[src/design/bcfq_pkg.sv]
`default_nettype none
// ----------------------------------------------------------------------------
// bcfq_pkg
// Shared types and constants for the bracket command frame queue: character
// codes, command codes, queue geometry and the push record from the parser.
// ----------------------------------------------------------------------------
package bcfq_pkg;

   localparam int QUEUE_DEPTH = 8;
   localparam int PTR_W       = (QUEUE_DEPTH > 1) ? $clog2(QUEUE_DEPTH) : 1;

   localparam logic [7:0] CHAR_OPEN  = 8'h5B;
   localparam logic [7:0] CHAR_CLOSE = 8'h5D;
   localparam logic [7:0] CHAR_ZERO  = 8'h30;
   localparam logic [7:0] CHAR_ONE   = 8'h31;
   localparam logic [7:0] CHAR_SIX   = 8'h36;

   localparam logic [2:0] CODE_WAIT  = 3'd6;
   localparam logic [2:0] CODE_ERROR = 3'd7;

   localparam logic [2:0] VALUE_NONE = 3'd0;
   localparam logic [2:0] VALUE_WAIT = 3'd7;

   localparam logic REQ_BYTE = 1'b0;
   localparam logic REQ_POLL = 1'b1;

   typedef enum logic [2:0] {
      PH_HEAD = 3'b001,
      PH_NUM  = 3'b010,
      PH_TAIL = 3'b100
   } phase_type;

   typedef struct packed {
      logic       valid;
      logic [2:0] value;
   } push_type;

   typedef logic [PTR_W-1:0] ptr_type;

endpackage : bcfq_pkg
`default_nettype wire

[src/design/bcfq_frame_parser.sv]
`default_nettype none
// ----------------------------------------------------------------------------
// bcfq_frame_parser
// Frame machine for '[' digit ']' frames. Emits a push record for each
// accepted digit '1'..'6' found in the number phase.
// ----------------------------------------------------------------------------
module bcfq_frame_parser
   import bcfq_pkg::*;
(
   input  wire logic       clock,
   input  wire logic       reset,
   input  wire logic       byte_valid,
   input  wire logic [7:0] byte_data,
   output push_type        push
);

   phase_type  phase_ff;
   phase_type  phase_in;
   logic [2:0] digit_full;
   logic       is_digit;

   assign digit_full = byte_data[2:0] - CHAR_ZERO[2:0];
   assign is_digit   = (byte_data >= CHAR_ONE) && (byte_data <= CHAR_SIX);

   always_comb begin
      phase_in   = phase_ff;
      push.valid = 1'b0;
      push.value = digit_full;
      if (byte_valid) begin
         unique case (phase_ff)
            PH_HEAD: begin
               if (byte_data == CHAR_OPEN) phase_in = PH_NUM;
            end
            PH_NUM: begin
               if (is_digit) begin
                  push.valid = 1'b1;
                  phase_in   = PH_TAIL;
               end else if (byte_data == CHAR_OPEN) begin
                  phase_in = PH_NUM;
               end else begin
                  phase_in = PH_HEAD;
               end
            end
            PH_TAIL: begin
               if (byte_data == CHAR_OPEN) phase_in = PH_NUM;
               else if (byte_data == CHAR_CLOSE) phase_in = PH_HEAD;
               else phase_in = PH_HEAD;
            end
            default: phase_in = PH_HEAD;
         endcase
      end
   end

   always_ff @(posedge clock) begin
      if (reset) begin
         phase_ff <= PH_HEAD;
      end else begin
         phase_ff <= phase_in;
      end
   end

endmodule : bcfq_frame_parser
`default_nettype wire

[src/design/bracket_command_frame_queue.sv]
`default_nettype none
// ----------------------------------------------------------------------------
// bracket_command_frame_queue
// Parses '[' digit ']' command frames into a ring queue and answers polls
// with the latched command code.
// ----------------------------------------------------------------------------
// One request transfer is taken every cycle: a received byte (req_tuser 0)
// or a poll (req_tuser 1). Each request sits in an input register, where
// the frame machine, the queue push or pop and the held command update are
// done in a single pass; a poll then loads one response into the output
// register, from which its response transfer is made. Bytes give no
// response. The rate is set by that single-pass update of the queue
// pointers and held command; the output register lets requests keep
// flowing while a response waits, and only a poll behind a stalled
// response waits, holding the requests behind it. The queue holds
// QUEUE_DEPTH-1 commands; a digit arriving when it is full is dropped.
// ----------------------------------------------------------------------------
module bracket_command_frame_queue
   import bcfq_pkg::*;
(
   input  wire logic       clock,
   input  wire logic       reset,
   input  wire logic       req_tvalid,
   output logic            req_tready,
   input  wire logic [7:0] req_tdata,   // [7:0] rx_byte
   input  wire logic [0:0] req_tuser,   // [0] command
   output logic            rsp_tvalid,
   input  wire logic       rsp_tready,
   output logic [7:0]      rsp_tdata,   // [2:0] command_code, [7:3] zero
   output logic [0:0]      rsp_tuser    // [0] queue_was_empty
);

   logic       in_valid_ff;
   logic       in_cmd_ff;
   logic [7:0] in_byte_ff;
   logic       advance;

   logic       out_valid_ff;
   logic       out_valid_in;
   logic [2:0] out_code_ff;
   logic [2:0] out_code_in;
   logic       out_empty_ff;
   logic       out_empty_in;

   logic [2:0] queue_store [QUEUE_DEPTH];
   ptr_type    wr_ptr_ff;
   ptr_type    wr_ptr_in;
   ptr_type    rd_ptr_ff;
   ptr_type    rd_ptr_in;
   ptr_type    wr_next;
   ptr_type    rd_next;
   logic [2:0] held_ff;
   logic [2:0] held_in;
   logic [2:0] pop_value;

   logic       is_poll;
   logic       queue_empty;
   push_type   push;

   function automatic ptr_type next_slot(input ptr_type p);
      ptr_type r;
      if (p == ptr_type'(QUEUE_DEPTH - 1)) r = '0;
      else r = p + ptr_type'(1);
      return r;
   endfunction

   assign is_poll    = in_valid_ff && (in_cmd_ff == REQ_POLL);
   assign advance    = !is_poll || !out_valid_ff || rsp_tready;
   assign req_tready = !in_valid_ff || advance;

   bcfq_frame_parser u_parser (
      .clock      (clock),
      .reset      (reset),
      .byte_valid (in_valid_ff && (in_cmd_ff == REQ_BYTE)),
      .byte_data  (in_byte_ff),
      .push       (push)
   );

   assign wr_next     = next_slot(wr_ptr_ff);
   assign rd_next     = next_slot(rd_ptr_ff);
   assign queue_empty = (rd_ptr_ff == wr_ptr_ff);
   assign pop_value   = queue_store[rd_ptr_ff];

   always_comb begin
      wr_ptr_in    = wr_ptr_ff;
      rd_ptr_in    = rd_ptr_ff;
      held_in      = held_ff;
      out_valid_in = out_valid_ff && !rsp_tready;
      out_code_in  = out_code_ff;
      out_empty_in = out_empty_ff;
      if (push.valid && (wr_next != rd_ptr_ff)) wr_ptr_in = wr_next;
      if (is_poll && advance) begin
         out_valid_in = 1'b1;
         out_empty_in = queue_empty;
         if (queue_empty) begin
            out_code_in = held_ff;
         end else begin
            rd_ptr_in = rd_next;
            case (pop_value)
               VALUE_NONE: out_code_in = held_ff;
               3'd1, 3'd2, 3'd3, 3'd4, 3'd5, 3'd6: begin
                  held_in     = pop_value - 3'd1;
                  out_code_in = held_in;
               end
               VALUE_WAIT: begin
                  held_in     = CODE_WAIT;
                  out_code_in = CODE_WAIT;
               end
               default: out_code_in = CODE_ERROR;
            endcase
         end
      end
   end

   always_ff @(posedge clock) begin
      if (push.valid && (wr_next != rd_ptr_ff)) queue_store[wr_ptr_ff] <= push.value;
   end

   always_ff @(posedge clock) begin
      if (reset) begin
         in_valid_ff  <= 1'b0;
         out_valid_ff <= 1'b0;
         wr_ptr_ff    <= '0;
         rd_ptr_ff    <= '0;
         held_ff      <= CODE_WAIT;
      end else begin
         if (req_tready) in_valid_ff <= req_tvalid;
         out_valid_ff <= out_valid_in;
         wr_ptr_ff    <= wr_ptr_in;
         rd_ptr_ff    <= rd_ptr_in;
         held_ff      <= held_in;
      end
   end

   always_ff @(posedge clock) begin
      if (req_tready) begin
         in_cmd_ff  <= req_tuser[0];
         in_byte_ff <= req_tdata;
      end
      out_code_ff  <= out_code_in;
      out_empty_ff <= out_empty_in;
   end

   assign rsp_tvalid = out_valid_ff;
   assign rsp_tdata  = {5'b0, out_code_ff};
   assign rsp_tuser  = out_empty_ff;

endmodule : bracket_command_frame_queue
`default_nettype wire

[config.mk]
export PLATFORM = sky130hd
export DESIGN_NAME = bracket_command_frame_queue
export DESIGN_NICKNAME = d
export VERILOG_FILES = /design/src/design/bcfq_pkg.sv /design/src/design/bcfq_frame_parser.sv /design/src/design/bracket_command_frame_queue.sv
export SDC_FILE = /design/constraint.sdc
export NUM_CORES = 1
export LEC_CHECK = 0
export ABC_AREA = 1
export BUFFER_PORTS_ARGS = -buffer_cell sky130_fd_sc_hd__buf_2
export CORE_ASPECT_RATIO = 0.7
export CORE_MARGIN = 2
export CORE_UTILIZATION = 40
export DETAILED_ROUTE_END_ITERATION = 10
export GPL_ROUTABILITY_DRIVEN = 0
export PLACE_DENSITY_LB_ADDON = 0.15
export SYNTH_ARGS = -nofsm -noshare
export SYNTH_HDL_FRONTEND = slang
export SYNTH_SLANG_ARGS = --single-unit
[constraint.sdc]
create_clock -name clock -period 2.2 [get_ports clock]
set_clock_uncertainty 0.2 [all_clocks]
set_input_delay 0.22 -clock clock [delete_from_list [all_inputs] [get_ports clock]]
set_output_delay 0.22 -clock clock [all_outputs]
set_load 0.01 [all_outputs]
==> impl_results.md, run 1 <==
- Status: complete, but fails checks
- Failing checks: negative setup slack
- Synth warn: 0
- Most common cell after layout, fill and taps aside: edfxtp_1
- # IOs: 24
- Worst EP required: 2.01 ns
- Share of cells above drive strength 1: 33.3%
- Cts bufs inserted: 5
- Hold WC Path Type: reg -> reg
- DRC: 0
- Initial core utilization: 42.3%
- Largest net degree at the start of global routing: 18
- H-tree levels: 2
- Setup ws final: -0.0292 ns
- RSZ-0062 raised after global routing: yes
- Crit start category: flop
- Gate Count Post-Synth: 252
- Tmin final: 2.23 ns
- Max Cap Violations: 0
- Top cell type's share of synthesized area: 44.9%
- Pwr Density: 528 nW/µm²
- Via Count: 1867
- Worst hold slack: 0.294 ns
- Endpoints failing setup: 12
- Most frequent cells in the layout: 37 x edfxtp_1, 36 x nand2_1, 31 x nor2_1
- Final hold violation count: 0
- Root Driver: clkbuf_8
- IO Port Bufs: 18
- Post-Place Setup Slack: -0.0817 ns
- Maximum clock rate: 449 MHz
- Sequential area share after synthesis: 58.7%
- CP Class: reg -> reg
- Nets: 335
- Drt pass-1 iters: 4
- Area Overhead vs Synth: 34.3%
- #FFs+latches synth: 54
- Critical path arrival: 2.04 ns
- GR Util All Layers: 15.5%
- Max VDD drop: 0.406 mV
- Final Max Tran Viols: 0
- Tcrit/Tclk final: 101%
- Yosys cell types: 27
- Clock Latency Late Sink: 0.31 ns
- GRT Residual Overflow: 0
- Die ar.: 6840 µm²
- Worst Path Max Fanout: 4
- CTS sink count: 54
- Leak: 1.37 nW
- Die height: 69.8 µm
- DR iter-0 viols: 108
- Detailed Route WL: 5.18 mm
- Top post-synthesis cells by area: edfxtp_1 45%, dfxtp_1 14%, nand2_1 6.2%
- Vias/cell: 4.79
- CTS tree: yes
- Avg Cell Area, Syn: 9.81 µm²
- Fin area: 3320 µm²
- Clock transition at path regs: 0.10 ns
- Detail Route Antenna Nets: 0
- Area post-placement: 2860 µm²
- Drt wl/cell: 13.3 µm
- Die Span X: 98.0 µm
- First-pass GRT wire length: 8.31 mm
- Post-DP HPWL: 3.64 mm
- Post-synthesis cell area: 2470 µm²
- CTS Buffer Depth: 2
- Layout fillers: 519
- Core area: 5840 µm²
- Number of antenna violations at the first check in global routing: 0
- Ant diodes: 0
- Worst Setup End Kind: flop
- Number of global-route vias before repair: 1759
- Largest area contributor in the netlist: edfxtp_1
- Total negative slack: -0.162 ns
- Cell row count: 23
## power breakdown
group          internal (mW)  leakage, nW  switching [mW]  total, mW
clock                  0.261       0.0521           0.328      0.589
sequential              1.09        0.478         0.00625       1.10
combinational         0.0336        0.844          0.0330     0.0666
## final timing paths
kind | start | to | slack, ns | depth (start not counted)
setup / recovery | wr_ptr_ff[0] | queue_store[2][0] | -0.03 | 10
hold / removal | held_ff[0] | held_ff[0] | 0.29 | 2
setup reg to reg | wr_ptr_ff[0] | queue_store[2][0] | -0.03 | 10
hold reg to reg | held_ff[0] | held_ff[0] | 0.29 | 2
## routing by layer
layer | GRT usage [%] | part of all wire [%] | vias to the layer above
li1 | - | - | 953
met1 | 22.6 | 49 | 865
met2 | 23.0 | 45 | 43
met3 | 3.73 | 4.7 | 6
met4 | 4.32 | 1.2 | 0
met5 | 0 | 0 | -
## cell usage after synthesis
master    instances
o21ai_1           2
buf_2             1
o21ai_0          19
nor3_2            6
o211ai_1          2
buf_6             1
clkbuf_2          1
conb_1            1
xor2_1            3
ha_1              8
nand3_1          18
edfxtp_1         37
a21oi_1           6
xnor2_1           3
nand3_2           2
nor2_1           34
nand2_1          41
nor2_2            1
inv_1            28
or2_2             1
nor3_1            5
nand2_2           3
or2_4             1
dfxtp_1          17
o22ai_1           3
buf_4             6
inv_2             2
## through the flow
stage,power (mW),util (%),std cells
6_report,1.75,56.8,390
5_1_grt,1.83,56.8,390
4_1_cts,1.78,53.2,387
3_5_place_dp,1.17,49.0,367
3_3_place_gp,1.17,49.0,367
2_1_floorplan,1.15,-,256
## what timing repair did
action                                  CTS  global route
hold buffers                             12             0
resized for setup                         8            52
pin swaps                                 1            16
endpoints found under the setup margin   29            30
endpoints found under the hold margin    13             0
buffers inserted                          0             3
## critical path, stage by stage (launching register included)
cell and delay, ns:
dfxtp_2 0.34, ha_4 0.16, ha_4 0.26, xor2_1 0.15, nor2_1 0.06, nand2_1 0.06
nand2_1 0.06, nor2_2 0.11, inv_2 0.04, or2_4 0.27, nor3_4 0.20
## logic make-up (layout without fill, tap and decap cells)
logic type               Yosys count  in the layout  synth area share (%)
buffers and inverters             39             98                  7.24
XOR/XNOR                           6              6                  2.13
other                              1              5                 0.152
adder cells (fa/ha/maj)            8              8                  4.05
AO/OA/AOI/OAI                     32             32                  6.83
flip-flops                        54             54                  58.7
AND/OR/NAND/NOR                  112            112                  20.9
## area by class of cell
type	instances	area [µm²]	area share (%)
Sequential cell	54	1460	44.0
Multi-Input combinational cell	163	1090	32.9
Timing Repair Buffer	60	462	13.9
Inverter	30	115	3.47
Tap cell	75	93.8	2.83
Clock buffer	6	82.6	2.49
Clock inverter	2	15.0	0.452
## state kept, by name (all words and copies together), names as in the netlist, named ones only
register and count:
in_cmd_ff 1, in_byte_ff 8, rsp_tvalid 1, u_parser.phase_ff 3, rsp_tuser 1, held_ff 3
queue_store 24, in_valid_ff 1, wr_ptr_ff 3, out_code_ff 3, rd_ptr_ff 3
Note: power is estimated with default switching activity, not from simulation.
==> inputs of run 2 (changes only) <==
--- a/config.mk
+++ b/config.mk
@@ -13,6 +13,8 @@
 export DETAILED_ROUTE_END_ITERATION = 10
 export GPL_ROUTABILITY_DRIVEN = 0
 export PLACE_DENSITY_LB_ADDON = 0.15
+export RECOVER_POWER = 50
+export SKIP_LAST_GASP = 1
 export SYNTH_ARGS = -nofsm -noshare
 export SYNTH_HDL_FRONTEND = slang
 export SYNTH_SLANG_ARGS = --single-unit
==> impl_results.md, run 2 (same netlist as run 1, synthesis figures left out) <==
- GRT Residual Overflow: 0 (unchanged)
- Largest net degree at the start of global routing: 18 (unchanged)
- Detail Route Antenna Nets: 0 (unchanged)
- Logic pwr share: 3.6% (was 3.8%)
- Clock Latency Late Sink: 0.31 ns (about the same)
- Layout Cells excl Fill: 390 (unchanged)
- Most common cell after layout, fill and taps aside: edfxtp_1 (unchanged)
- Initial core utilization: 42.3% (unchanged)
- Largest register by flop count: queue_store (unchanged)
- Die ar.: 6840 µm² (unchanged)
- Reg2reg setup slack: -0.03 ns (about the same)
- Post-DP HPWL: 3.64 mm (unchanged)
- Max VDD drop: 0.405 mV (was 0.406 mV)
- Hold Path Depth: 2 (unchanged)
- Tmin final: 2.23 ns (about the same)
- Ant diodes: 0 (unchanged)
- Most frequent cells in the layout: 37 x edfxtp_1, 36 x nand2_1, 31 x nor2_1 (unchanged)
- Number of antenna violations at the first check in global routing: 0 (unchanged)
- DRC: 0 (unchanged)
- Cell row count: 23 (unchanged)
- Worst Setup End Kind: flop (unchanged)
- Tcrit/Tclk final: 101% (about the same)
- Final Max Tran Viols: 0 (unchanged)
- Critical Path Max Stage Delay: 0.34 ns (about the same)
- Drt pass-1 iters: 4 (unchanged)
- Crit start category: flop (unchanged)
- Area Overhead vs Synth: 33.7% (was 34.3%)
- Pwr Density: 530 nW/µm² (was 528 nW/µm²)
- RR Endpoint: queue_store[2][0] (unchanged)
- Detailed Route WL: 5.20 mm (was 5.18 mm)
- Clock transition at path regs: 0.10 ns (about the same)
- Hold WC Path Type: reg -> reg (unchanged)
- Share of cells above drive strength 1: 32.1% (was 33.3%)
- Root Driver: clkbuf_8 (unchanged)
- Biggest registers after layout: queue_store: 24 flops, in_byte_ff: 8 flops (unchanged)
- Number of global-route vias before repair: 1759 (unchanged)
- Max Cap Violations: 0 (unchanged)
- CTS tree: yes (unchanged)
- First-pass GRT wire length: 8.31 mm (unchanged)
- CP Class: reg -> reg (unchanged)
- Endpoints failing setup: 12 (unchanged)
- Status: complete, but fails checks (unchanged)
- DR iter-0 viols: 106 (was 108)
- Finished Core Util: 56.6% (was 56.8%)
- Worst path slowest cell: dfxtp_2 (unchanged)
- Maximum clock rate: 449 MHz (about the same)
- RSZ-0062 raised after global routing: yes (unchanged)
- Cts bufs inserted: 5 (unchanged)
- Nets: 335 (unchanged)
- CTS Buffer Depth: 2 (unchanged)
- Register share of total power: 62.6% (about the same)
- Crit path buf inv count: 1 (unchanged)
- Drt wl/cell: 13.3 µm (about the same)
- Setup ws final: -0.0279 ns (was -0.0292 ns)
- Int Power: 1.38 mW (about the same)
- GR Util All Layers: 15.5% (unchanged)
- Die height: 69.8 µm (unchanged)
- Worst Path Max Fanout: 4 (unchanged)
- # IOs: 24 (unchanged)
- Dpl cells: 367 (unchanged)
- Clock power share: 33.8% (was 33.6%)
- Hold Crit Start: held_ff[0] (unchanged)
- IO Port Bufs: 18 (unchanged)
- Final hold violation count: 0 (unchanged)
- Post-Place Setup Slack: -0.0817 ns (unchanged)
- Worst EP required: 2.01 ns (about the same)
- Layout fillers: 521 (was 519)
- CTS sink count: 54 (unchanged)
- Switching pwr: 0.370 mW (was 0.367 mW)
- Max FFs per register: 24 (unchanged)
- Via Count: 1868 (was 1867)
- Hold EP: held_ff[0] (unchanged)
- Core area: 5840 µm² (unchanged)
- Failing checks: negative setup slack (unchanged)
- Vias/cell: 4.79 (about the same)
- Cell family with most CP delay: simple AND/OR/NAND/NOR gates (unchanged)
- Crit-path cells: ha_4 -> ha_4 -> xor2_1 -> nor2_1 -> nand2_1 -> nand2_1 -> nor2_2 -> inv_2 -> or2_4 -> nor3_4 (unchanged)
- Die Span X: 98.0 µm (unchanged)
- Switching share of power: 21.1% (was 21.0%)
- H-tree levels: 2 (unchanged)
- Worst r2r path cells: 10 (unchanged)
- FF-to-FF Start: wr_ptr_ff[0] (unchanged)
- Critical path arrival: 2.04 ns (about the same)
- Leak: 1.36 nW (was 1.37 nW)
[run 2: cell count changes in the layout (fill, tap and decap cells not counted), sizes merged]
cell,before,now
buf,48,44
clkbuf,6,10
[run 2: cell type report]
type | instances | area, µm² | area share (%)
Tap cell | 75 | 93.8 | 2.84
Clock buffer | 6 | 82.6 | 2.50
Multi-Input combinational cell | 163 | 1090 | 33.0
Clock inverter | 2 | 15.0 | 0.454
Sequential cell | 54 | 1460 | 44.2
Inverter | 30 | 115 | 3.48
Timing Repair Buffer | 60 | 447 | 13.5
[run 2: per-layer routing]
layer	share of wire, %	GRT usage, %	wire length (µm)	vias to the layer above
met1	50	22.6	2590	869
met4	1.2	4.32	61	0
met3	4.1	3.73	215	6
met2	45	23.0	2340	40
met5	0	0	0	-
li1	-	-	-	953
[run 2: worst min-delay path, stage by stage (launching register included)]
cell     delay, ns
dfxtp_1       0.34
nand2_2       0.07
a21oi_2       0.05
[run 2: worst max-delay path by stage]
stage	from	end	slack, ns	cells after the start
3_3_place_gp	wr_ptr_ff[1]	queue_store[3][2]	-0.09	11
6_report	wr_ptr_ff[0]	queue_store[2][0]	-0.03	10
4_1_cts	wr_ptr_ff[0]	queue_store[2][2]	-0.03	10
5_1_grt	wr_ptr_ff[0]	queue_store[0][0]	-0.11	10
3_5_place_dp	wr_ptr_ff[1]	queue_store[0][2]	-0.08	10
2_1_floorplan	wr_ptr_ff[0]	queue_store[0][0]	-0.05	10
[run 2: power by group through the flow]
stage / logic (mW) / registers, mW / clock network (mW)
floorplan: 0.0265 / 1.12 / 0
finish: 0.0634 / 1.10 / 0.592
global placement: 0.0503 / 1.12 / 0
global route: 0.0717 / 1.10 / 0.653
detailed placement: 0.0501 / 1.12 / 0
CTS: 0.0662 / 1.10 / 0.610
[run 2: per-stage QoR]
stage	area, µm²	setup TNS (ns)	power [mW]	hold WS [ns]
4_1_cts	3110	-0.294	1.78	0.278
5_1_grt	3310	-2.30	1.82	0.311
2_1_floorplan	2540	-0.157	1.15	0.0891
3_5_place_dp	2860	-0.982	1.17	0.198
6_report	3310	-0.171	1.75	0.295
3_3_place_gp	2860	-0.520	1.17	0.197
[run 2: timing repair]
| item | in CTS | in global routing |
|---|---|---|
| hold endpoints to repair | 13 | 0 |
| setup buffers | 0 | 3 |
| endpoints found under the setup margin | 29 | 30 |
| hold buffers | 12 | 0 |
| pin swaps | 1 | 15 |
| resized for setup | 8 | 52 |
